<file path="src/design/htms_pkg.sv">
// Shared types, constants and arc-tangent table for the heading/thrust motion step block.
// No dependencies; used by every module of the block.
package htms_pkg;

  localparam int PC_W      = 4;
  localparam int ITER_W    = 5;
  localparam int ATAN_LEN  = 24;

  localparam logic signed [23:0] VEL_MAX    = 24'sh7FFFFF;
  localparam logic signed [23:0] VEL_MIN    = -24'sh800000;
  localparam logic signed [23:0] FIELD_HALF = 24'sd512000;
  localparam logic signed [23:0] FIELD_SPAN = 24'sd1024000;
  localparam logic signed [33:0] CORDIC_GAIN = 34'sd652032874;
  localparam logic signed [17:0] TRIG_MAX   = 18'sd65536;
  localparam logic signed [17:0] TRIG_MIN   = -18'sd65536;

  typedef enum logic [3:0] {
    OP_NOP,
    OP_HEAD_MUL,
    OP_HEAD_UPD,
    OP_CORDIC_INIT,
    OP_CORDIC_ITER,
    OP_SINCOS,
    OP_MUL_STHR,
    OP_MUL_CTHR,
    OP_MUL_PDT,
    OP_VX_UPD,
    OP_VY_UPD,
    OP_MUL_VXDT,
    OP_MUL_VYDT,
    OP_PX_UPD,
    OP_PY_UPD,
    OP_EMIT
  } op_t;

  typedef enum logic {
    SEQ_IDLE,
    SEQ_RUN
  } seq_state_t;

  typedef struct packed {
    op_t             op;
    logic            jump;
    logic [PC_W-1:0] target;
  } ctrl_word_t;

  typedef struct packed {
    logic load;
    op_t  op;
  } dp_ctrl_t;

  typedef struct packed {
    logic iter_last;
  } dp_status_t;

  // atan(2^-i) in 2^-32 turn units
  function automatic logic [31:0] atan_turns(input logic [ITER_W-1:0] idx);
    logic [31:0] v;
    case (idx)
      5'd0:    v = 32'h20000000;
      5'd1:    v = 32'h12E4051E;
      5'd2:    v = 32'h09FB385B;
      5'd3:    v = 32'h051111D4;
      5'd4:    v = 32'h028B0D43;
      5'd5:    v = 32'h0145D7E1;
      5'd6:    v = 32'h00A2F61E;
      5'd7:    v = 32'h00517C55;
      5'd8:    v = 32'h0028BE53;
      5'd9:    v = 32'h00145F2F;
      5'd10:   v = 32'h000A2F98;
      5'd11:   v = 32'h000517CC;
      5'd12:   v = 32'h00028BE6;
      5'd13:   v = 32'h000145F3;
      5'd14:   v = 32'h0000A2FA;
      5'd15:   v = 32'h0000517D;
      5'd16:   v = 32'h000028BE;
      5'd17:   v = 32'h0000145F;
      5'd18:   v = 32'h00000A30;
      5'd19:   v = 32'h00000518;
      5'd20:   v = 32'h0000028C;
      5'd21:   v = 32'h00000146;
      5'd22:   v = 32'h000000A3;
      5'd23:   v = 32'h00000051;
      default: v = 32'h00000000;
    endcase
    return v;
  endfunction

endpackage

</file>
<file path="src/design/htms_ucode.sv">
// Control store: one control word per program step of the motion update.
// Depends on htms_pkg.
module htms_ucode (
  input  logic [htms_pkg::PC_W-1:0] pc,
  output htms_pkg::ctrl_word_t      word
);

  always_comb begin
    word.jump   = 1'b0;
    word.target = '0;
    case (pc)
      4'd0:  word.op = htms_pkg::OP_HEAD_MUL;
      4'd1:  word.op = htms_pkg::OP_HEAD_UPD;
      4'd2:  word.op = htms_pkg::OP_CORDIC_INIT;
      4'd3: begin
        word.op     = htms_pkg::OP_CORDIC_ITER;
        word.jump   = 1'b1;
        word.target = 4'd3;
      end
      4'd4:  word.op = htms_pkg::OP_SINCOS;
      4'd5:  word.op = htms_pkg::OP_MUL_STHR;
      4'd6:  word.op = htms_pkg::OP_MUL_PDT;
      4'd7:  word.op = htms_pkg::OP_VX_UPD;
      4'd8:  word.op = htms_pkg::OP_MUL_CTHR;
      4'd9:  word.op = htms_pkg::OP_MUL_PDT;
      4'd10: word.op = htms_pkg::OP_VY_UPD;
      4'd11: word.op = htms_pkg::OP_MUL_VXDT;
      4'd12: word.op = htms_pkg::OP_PX_UPD;
      4'd13: word.op = htms_pkg::OP_MUL_VYDT;
      4'd14: word.op = htms_pkg::OP_PY_UPD;
      4'd15: word.op = htms_pkg::OP_EMIT;
      default: word.op = htms_pkg::OP_NOP;
    endcase
  end

endmodule

</file>
<file path="src/design/htms_datapath.sv">
// Datapath: shared multiplier, CORDIC rotator, saturation and wrap, motion state.
// Depends on htms_pkg; driven by the control words of htms_ucode.
module htms_datapath #(
  parameter int ITERS = 16
) (
  input  logic                     clk,
  input  logic                     rst,
  input  htms_pkg::dp_ctrl_t       ctrl,
  input  logic [15:0]              time_step,
  input  logic signed [15:0]       turn_rate,
  input  logic signed [19:0]       thrust,
  output htms_pkg::dp_status_t     status,
  output logic signed [19:0]       pos_x,
  output logic signed [19:0]       pos_y,
  output logic signed [23:0]       vel_x,
  output logic signed [23:0]       vel_y,
  output logic [15:0]              angle
);

  logic [15:0]                          dt;
  logic signed [15:0]                   rate;
  logic signed [19:0]                   thr;
  logic [15:0]                          heading;
  logic signed [33:0]                   cx;
  logic signed [33:0]                   cy;
  logic signed [31:0]                   cz;
  logic                                 flip;
  logic [htms_pkg::ITER_W-1:0]          cnt;
  logic signed [17:0]                   sin_v;
  logic signed [17:0]                   cos_v;
  logic signed [57:0]                   prod;
  logic signed [23:0]                   vx;
  logic signed [23:0]                   vy;
  logic signed [23:0]                   px;
  logic signed [23:0]                   py;

  logic signed [37:0]                   mul_a;
  logic signed [19:0]                   mul_b;
  logic signed [57:0]                   mul_p;
  logic signed [19:0]                   dt_s;
  logic signed [33:0]                   dx;
  logic signed [33:0]                   dy;
  logic [31:0]                          atan_v;
  logic signed [15:0]                   z16;
  logic signed [26:0]                   vx_sum;
  logic signed [26:0]                   vy_sum;
  logic signed [26:0]                   px_sum;
  logic signed [26:0]                   py_sum;
  logic signed [17:0]                   cos_c;
  logic signed [17:0]                   sin_c;

  function automatic logic signed [23:0] sat24(input logic signed [26:0] v);
    if (v > 27'(htms_pkg::VEL_MAX)) return htms_pkg::VEL_MAX;
    if (v < 27'(htms_pkg::VEL_MIN)) return htms_pkg::VEL_MIN;
    return v[23:0];
  endfunction

  function automatic logic signed [23:0] wrap(input logic signed [23:0] p);
    if (p > htms_pkg::FIELD_HALF) return p - htms_pkg::FIELD_SPAN;
    if (p < -htms_pkg::FIELD_HALF) return p + htms_pkg::FIELD_SPAN;
    return p;
  endfunction

  function automatic logic signed [17:0] sat_trig(input logic signed [19:0] v);
    if (v > 20'(htms_pkg::TRIG_MAX)) return htms_pkg::TRIG_MAX;
    if (v < 20'(htms_pkg::TRIG_MIN)) return htms_pkg::TRIG_MIN;
    return v[17:0];
  endfunction

  assign dt_s = $signed({4'b0000, dt});

  always_comb begin
    case (ctrl.op)
      htms_pkg::OP_HEAD_MUL: begin
        mul_a = 38'(rate);
        mul_b = dt_s;
      end
      htms_pkg::OP_MUL_STHR: begin
        mul_a = 38'(sin_v);
        mul_b = thr;
      end
      htms_pkg::OP_MUL_CTHR: begin
        mul_a = 38'(cos_v);
        mul_b = thr;
      end
      htms_pkg::OP_MUL_PDT: begin
        mul_a = prod[37:0];
        mul_b = dt_s;
      end
      htms_pkg::OP_MUL_VXDT: begin
        mul_a = 38'(vx);
        mul_b = dt_s;
      end
      htms_pkg::OP_MUL_VYDT: begin
        mul_a = 38'(vy);
        mul_b = dt_s;
      end
      default: begin
        mul_a = '0;
        mul_b = '0;
      end
    endcase
  end

  assign mul_p  = 58'(mul_a) * 58'(mul_b);

  assign dx     = cy >>> cnt;
  assign dy     = cx >>> cnt;
  assign atan_v = htms_pkg::atan_turns(cnt);
  assign z16    = (heading[15] ^ heading[14]) ? $signed({~heading[15], heading[14:0]})
                                              : $signed(heading);

  assign cos_c  = sat_trig(20'(cx >>> 14));
  assign sin_c  = sat_trig(20'(cy >>> 14));

  assign vx_sum = 27'(vx) + 27'($signed(prod[57:32]));
  assign vy_sum = 27'(vy) + 27'($signed(prod[57:32]));
  assign px_sum = 27'(px) + 27'($signed(prod[40:16]));
  assign py_sum = 27'(py) + 27'($signed(prod[40:16]));

  always_ff @(posedge clk) begin
    if (ctrl.load) begin
      dt   <= time_step;
      rate <= turn_rate;
      thr  <= thrust;
    end
    case (ctrl.op)
      htms_pkg::OP_HEAD_MUL,
      htms_pkg::OP_MUL_STHR,
      htms_pkg::OP_MUL_CTHR,
      htms_pkg::OP_MUL_PDT,
      htms_pkg::OP_MUL_VXDT,
      htms_pkg::OP_MUL_VYDT: prod <= mul_p;
      htms_pkg::OP_CORDIC_INIT: begin
        cx   <= htms_pkg::CORDIC_GAIN;
        cy   <= '0;
        cz   <= {z16, 16'h0000};
        flip <= heading[15] ^ heading[14];
        cnt  <= '0;
      end
      htms_pkg::OP_CORDIC_ITER: begin
        if (!cz[31]) begin
          cx <= cx - dx;
          cy <= cy + dy;
          cz <= cz - atan_v;
        end else begin
          cx <= cx + dx;
          cy <= cy - dy;
          cz <= cz + atan_v;
        end
        cnt <= cnt + 1'b1;
      end
      htms_pkg::OP_SINCOS: begin
        cos_v <= flip ? 18'(-cos_c) : cos_c;
        sin_v <= flip ? 18'(-sin_c) : sin_c;
      end
      default: ;
    endcase
  end

  always_ff @(posedge clk) begin
    if (rst) begin
      heading <= '0;
      vx      <= '0;
      vy      <= '0;
      px      <= '0;
      py      <= '0;
    end else begin
      case (ctrl.op)
        htms_pkg::OP_HEAD_UPD: heading <= heading + prod[31:16];
        htms_pkg::OP_VX_UPD:   vx      <= sat24(vx_sum);
        htms_pkg::OP_VY_UPD:   vy      <= sat24(vy_sum);
        htms_pkg::OP_PX_UPD:   px      <= wrap(sat24(px_sum));
        htms_pkg::OP_PY_UPD:   py      <= wrap(sat24(py_sum));
        default: ;
      endcase
    end
  end

  assign status.iter_last = (cnt == htms_pkg::ITER_W'(ITERS - 1));

  assign pos_x = px[19:0];
  assign pos_y = py[19:0];
  assign vel_x = vx;
  assign vel_y = vy;
  assign angle = heading;

endmodule

</file>
<file path="src/design/heading_thrust_motion_step.sv">
// Top level: stream handshake, microprogram sequencer and output register.
// Depends on htms_pkg, htms_ucode and htms_datapath.
//
//   channel  dir  fields
//   s_*      in   time_step, turn_rate, thrust
//   m_*      out  pos_x, pos_y, vel_x, vel_y, angle
//
// The CORDIC iteration step of the shared datapath repeats min(CORDIC_STEPS, 24) times per transaction;
// s_tready returns the cycle after the emit step loads the output register.
// A result waits in the output register while the next transaction is taken in.
// The program holds on its last step only while an earlier result is still untaken.
// Reset clears position, velocity, heading and the sequencer.
module heading_thrust_motion_step #(
  parameter int CORDIC_STEPS = 16
) (
  input  logic         clk,
  input  logic         rst,
  input  logic         s_tvalid,
  output logic         s_tready,
  input  logic [55:0]  s_tdata,   // time_step[15:0], turn_rate[31:16], thrust[51:32]
  output logic         m_tvalid,
  input  logic         m_tready,
  output logic [103:0] m_tdata    // pos_x, pos_y, vel_x, vel_y, angle
);

  localparam int ITERS = (CORDIC_STEPS > htms_pkg::ATAN_LEN) ? htms_pkg::ATAN_LEN
                                                            : CORDIC_STEPS;

  htms_pkg::seq_state_t       state;
  htms_pkg::seq_state_t       state_next;
  logic [htms_pkg::PC_W-1:0]  pc;
  logic [htms_pkg::PC_W-1:0]  pc_next;
  htms_pkg::ctrl_word_t       word;
  htms_pkg::dp_ctrl_t         dp_ctrl;
  htms_pkg::dp_status_t       dp_status;
  logic                       out_load;
  logic                       s_accept;
  logic signed [19:0]         pos_x;
  logic signed [19:0]         pos_y;
  logic signed [23:0]         vel_x;
  logic signed [23:0]         vel_y;
  logic [15:0]                angle;

  htms_ucode u_ucode (
    .pc   (pc),
    .word (word)
  );

  htms_datapath #(
    .ITERS (ITERS)
  ) u_datapath (
    .clk       (clk),
    .rst       (rst),
    .ctrl      (dp_ctrl),
    .time_step (s_tdata[15:0]),
    .turn_rate ($signed(s_tdata[31:16])),
    .thrust    ($signed(s_tdata[51:32])),
    .status    (dp_status),
    .pos_x     (pos_x),
    .pos_y     (pos_y),
    .vel_x     (vel_x),
    .vel_y     (vel_y),
    .angle     (angle)
  );

  assign s_tready     = (state == htms_pkg::SEQ_IDLE);
  assign s_accept     = s_tvalid && s_tready;
  assign dp_ctrl.load = s_accept;
  assign dp_ctrl.op   = (state == htms_pkg::SEQ_RUN) ? word.op : htms_pkg::OP_NOP;

  always_ff @(posedge clk) begin
    if (rst) begin
      state <= htms_pkg::SEQ_IDLE;
      pc    <= '0;
    end else begin
      state <= state_next;
      pc    <= pc_next;
    end
  end

  always_comb begin
    state_next = state;
    pc_next    = pc;
    out_load   = 1'b0;
    case (state)
      htms_pkg::SEQ_IDLE: begin
        if (s_tvalid) begin
          state_next = htms_pkg::SEQ_RUN;
          pc_next    = '0;
        end
      end
      htms_pkg::SEQ_RUN: begin
        if (word.op == htms_pkg::OP_EMIT) begin
          if (!m_tvalid || m_tready) begin
            out_load   = 1'b1;
            state_next = htms_pkg::SEQ_IDLE;
          end
        end else if (word.jump && !dp_status.iter_last) begin
          pc_next = word.target;
        end else begin
          pc_next = pc + 1'b1;
        end
      end
      default: state_next = htms_pkg::SEQ_IDLE;
    endcase
  end

  always_ff @(posedge clk) begin
    if (rst) begin
      m_tvalid <= 1'b0;
    end else if (out_load) begin
      m_tvalid <= 1'b1;
    end else if (m_tready) begin
      m_tvalid <= 1'b0;
    end
  end

  always_ff @(posedge clk) begin
    if (out_load) begin
      m_tdata <= {angle, vel_y, vel_x, pos_y, pos_x};
    end
  end

`ifndef NO_ASSERTIONS
  a_start: assert property (@(posedge clk) disable iff (rst)
    s_accept |=> (state == htms_pkg::SEQ_RUN) && (pc == '0))
    else $error("program did not start at step zero");

  a_emit_only: assert property (@(posedge clk) disable iff (rst)
    $rose(m_tvalid) |-> $past(state == htms_pkg::SEQ_RUN && word.op == htms_pkg::OP_EMIT))
    else $error("result raised outside the emit step");

  a_no_abort: assert property (@(posedge clk) disable iff (rst)
    (state == htms_pkg::SEQ_RUN) && (word.op != htms_pkg::OP_EMIT) |=>
      (state == htms_pkg::SEQ_RUN))
    else $error("program left before its emit step");

  a_no_drop: assert property (@(posedge clk) disable iff (rst)
    out_load |-> (!m_tvalid || m_tready))
    else $error("output register overwritten while still held");
`endif

endmodule
</file>
<file path="config.mk">
export PLATFORM = sky130hd
export DESIGN_NAME = heading_thrust_motion_step
export DESIGN_NICKNAME = d
export VERILOG_FILES = /design/src/design/htms_pkg.sv /design/src/design/htms_ucode.sv /design/src/design/htms_datapath.sv /design/src/design/heading_thrust_motion_step.sv
export SDC_FILE = /design/constraint.sdc
export NUM_CORES = 2
export LEC_CHECK = 0
export ABC_AREA = 1
export CORE_UTILIZATION = 65
export DETAILED_ROUTE_END_ITERATION = 10
export DONT_BUFFER_PORTS = 1
export GPL_ROUTABILITY_DRIVEN = 0
export PLACE_DENSITY = 0.81
export SLEW_MARGIN = 20
export SYNTH_ARGS = -nofsm -noshare
export SYNTH_HDL_FRONTEND = slang
export SYNTH_SLANG_ARGS = --single-unit
</file>
<file path="constraint.sdc">
create_clock -name clk -period 16.88 [get_ports clk]
set_input_delay 2.532 -clock clk [delete_from_list [all_inputs] [get_ports clk]]
set_output_delay 2.532 -clock clk [all_outputs]
set_load 0.005 [all_outputs]
</file>
==> run metrics <==
number of global-route vias before repair=55,540; Reg clk slew, reported paths=0.06 ns; post-cts resize count=0; max incr delay on CP=0.61 ns; Final Critical Period=11.45 ns; status=completed; crit share post-route=67.81%; register area share after synthesis=21.22%; largest net degree at the start of global routing=74; crit path DAT=11.99 ns; Setup TNS=0 ns; synthesized area=64,330 um^2; Via density=6.017; Switch Pwr=1.463 mW; Post-Synthesis Cells=8,287; Clock Power Share=34.2%; CTS tree=yes; initial DRC count=6,282; Worst Max-Slew Pin Slew=1.046 ns; first-pass GRT wire length=296,800 um; power per cell area=59.74 nW/um^2; htree depth=2; Seq cells post-synth=504; via count=57,070; share of cells above drive strength 1=4.479%; GR Util All Layers=37.94%; worst skew pair latency=0.71 ns; final hold vios=0; Async SR Flop Fraction=0%; Fillers=7,834; Layout Nets=9,337; distinct cell type count after synthesis=71; EDFF count, synth=356; fmax=0.08737 GHz; post-CTS setup buffer count=0; IO Pins=166; Crit. End Element=flip-flop; Req. time, crit path=17.42 ns; Startpoint Class=flip-flop; wirelength, routed=189,600 um; crit-path max FO=23; Max Clock Skew=0.07600 ns; VDD IR max=0.00008950 V; HP Class=flip-flop to flip-flop; P_leak=32.93 nW; clock tree root buffer cell=clkbuf_16; Switching Share=36.44%; clk sinks=504; critical path's slowest cell=fa_1; Comb power frac=30.0%; Overall Power=4.016 mW; initial cell density of the core=65.46%; Max Root-Sink Buffers=3; die area=100,200 um^2; DRC Markers=0; Max Cap Viol=0; Rel. slew slack=30.06%; post-synth net total=9,480; DRT antenna net count=0; part of the power in registers=35.9%; WL/cell=19.99 um; CORE AREA=98,280 um^2; CTS Buf Count=57; internal power=2.553 mW; Synth Flop Type=edfxtp_1; mean post-synth cell area=7.763 um^2; die width=316.6 um; post-detail-place hpwl=146,300 um; initial antenna violation count=5; Most common cell on crit path=inv_1; endpoints failing setup=0; hold_buf cts=0; Port-buffer cells=0; Congestion Overflow GR=0; Rows=115; Pre-Repair DR Iteration Count=7; Setup CP Type=flip-flop to flip-flop; final slew viol count=0; Yosys Warn Count=0; area delta synth->final=4.499%; RSZ-0062 raised after global routing=false; Die H=316.6 um
## cell type report
class	count	area (um^2)	share of cell area (%)
Multi-Input combinational cell	5962	43540	64.77
Sequential cell	504	13650	20.31
Inverter	1557	5844	8.694
Tap cell	1287	1610	2.395
Clock buffer	74	1592	2.367
Clock inverter	34	486.7	0.7240
Timing Repair Buffer	62	485.5	0.7221
Antenna cell	4	10.01	0.01489
## cells by family after synthesis
| family | after synthesis | share of synthesized area, % |
|---|---|---|
| multiplexers | 48 | 0.7468 |
| AO/OA/AOI/OAI | 1306 | 11.56 |
| flip-flops | 504 | 21.22 |
| buffers and inverters | 1821 | 11.19 |
| AND/OR/NAND/NOR | 3168 | 20.29 |
| adder cells (fa/ha/maj) | 1133 | 30.81 |
| XOR/XNOR | 307 | 4.180 |
## stage by stage
stage	hold slack [ns]	setup slack [ns]	area [um^2]	cells	util [%]
6_report	0.4644	5.434	67230	9484	68.41
3_3_place_gp	0.4536	5.981	65100	9371	66.25
4_1_cts	0.4711	5.755	67180	9479	68.36
5_1_grt	0.4863	4.891	67220	9480	68.40
2_1_floorplan	0.4315	8.439	64330	8287	-
3_5_place_dp	0.4530	5.818	65100	9371	66.25
## path summary, 6_finish.rpt
path                                             to              start  slack [ns]  cells after the start
worst max-delay path            u_datapath.prod[55]              pc[0]        5.43                     43
worst min-delay path                    m_tdata[32]  u_datapath.py[12]        0.46                      0
worst max register to register  u_datapath.prod[55]              pc[0]        5.43                     43
worst min register to register          m_tdata[32]  u_datapath.py[12]        0.46                      0
## worst max-delay path, delay by kind of cell, from the launching register on
kind | cells | cell delay, ns
adder cells (fa/ha/maj) | 9 | 4.28
buffers and inverters | 12 | 2.15
XOR/XNOR | 1 | 0.21
flip-flops | 1 | 0.39
AND/OR/NAND/NOR | 15 | 3.11
AO/OA/AOI/OAI | 6 | 1.12
## state kept, by name, indices dropped and copies added, names as in the netlist, 4 cells and up
signal,flops
u_datapath.atan_v,30
u_datapath.rate,16
u_datapath.thr,20
u_datapath.cos_v,18
u_datapath.cz,32
u_datapath.cx,34
m_tdata,104
u_datapath.sin_v,18
u_datapath.cy,34
pc,4
u_datapath.prod,58
u_datapath.dt,16
u_datapath.py,24
u_datapath.px,24
u_datapath.angle,16
u_datapath.vel_x,24
u_datapath.cnt,5
u_datapath.vel_y,24
## layout by cell type (no fill, tap or decap), types with 92 or more instances in the layout
cell	Yosys	routed
nand2_1	1839	1836
inv_1	1509	1508
nor2_1	759	754
fa_1	752	752
a21oi_1	520	520
o21ai_0	478	478
ha_1	381	381
edfxtp_1	356	356
nand3_1	265	265
xor2_1	195	195
dfxtp_1	148	148
xnor2_1	112	112
nor3_1	93	92
## per-layer routing
metal	part of all wire [%]	vias to the layer above	global-route usage [%]
met5	0.014	-	0
met4	6.7	4	21.67
met3	13	753	9.490
met2	44	3522	58.47
met1	37	26940	48.80
li1	-	25850	-
## cells in the mapped netlist (21+ instances only)
| cell type | number | area [um^2] |
|---|---|---|
| nor2_1 | 759 | 2849 |
| nor3_1 | 93 | 465.5 |
| o21ai_0 | 478 | 2392 |
| o21a_1 | 39 | 292.8 |
| nand4_1 | 63 | 394.1 |
| inv_1 | 1509 | 5664 |
| clkbuf_1 | 107 | 401.6 |
| a21oi_1 | 520 | 2603 |
| nand2_2 | 22 | 137.6 |
| o211ai_1 | 35 | 262.8 |
| buf_2 | 93 | 465.5 |
| nand2_1 | 1839 | 6903 |
| ha_1 | 381 | 4767 |
| nand3_1 | 265 | 1326 |
| or2_2 | 45 | 281.5 |
| buf_6 | 21 | 236.5 |
| o21bai_1 | 26 | 195.2 |
| o21ai_1 | 30 | 150.1 |
| edfxtp_1 | 356 | 10690 |
| dfxtp_1 | 148 | 2963 |
| xor2_1 | 195 | 1708 |
| inv_2 | 41 | 153.9 |
| a31oi_1 | 43 | 269.0 |
| mux2i_1 | 48 | 480.5 |
| xnor2_1 | 112 | 980.9 |
| buf_4 | 23 | 172.7 |
| fa_1 | 752 | 15050 |
## power by group through the flow
stage          Sequential, mW  Combinational [mW]  Clock [mW]
2_1_floorplan            1.42               0.881           0
4_1_cts                  1.43                1.17        1.38
5_1_grt                  1.44                1.33        1.43
3_5_place_dp             1.46                1.16           0
3_3_place_gp             1.46                1.12           0
6_report                 1.44                1.20        1.37
Note: power is estimated with default switching activity, not from simulation.
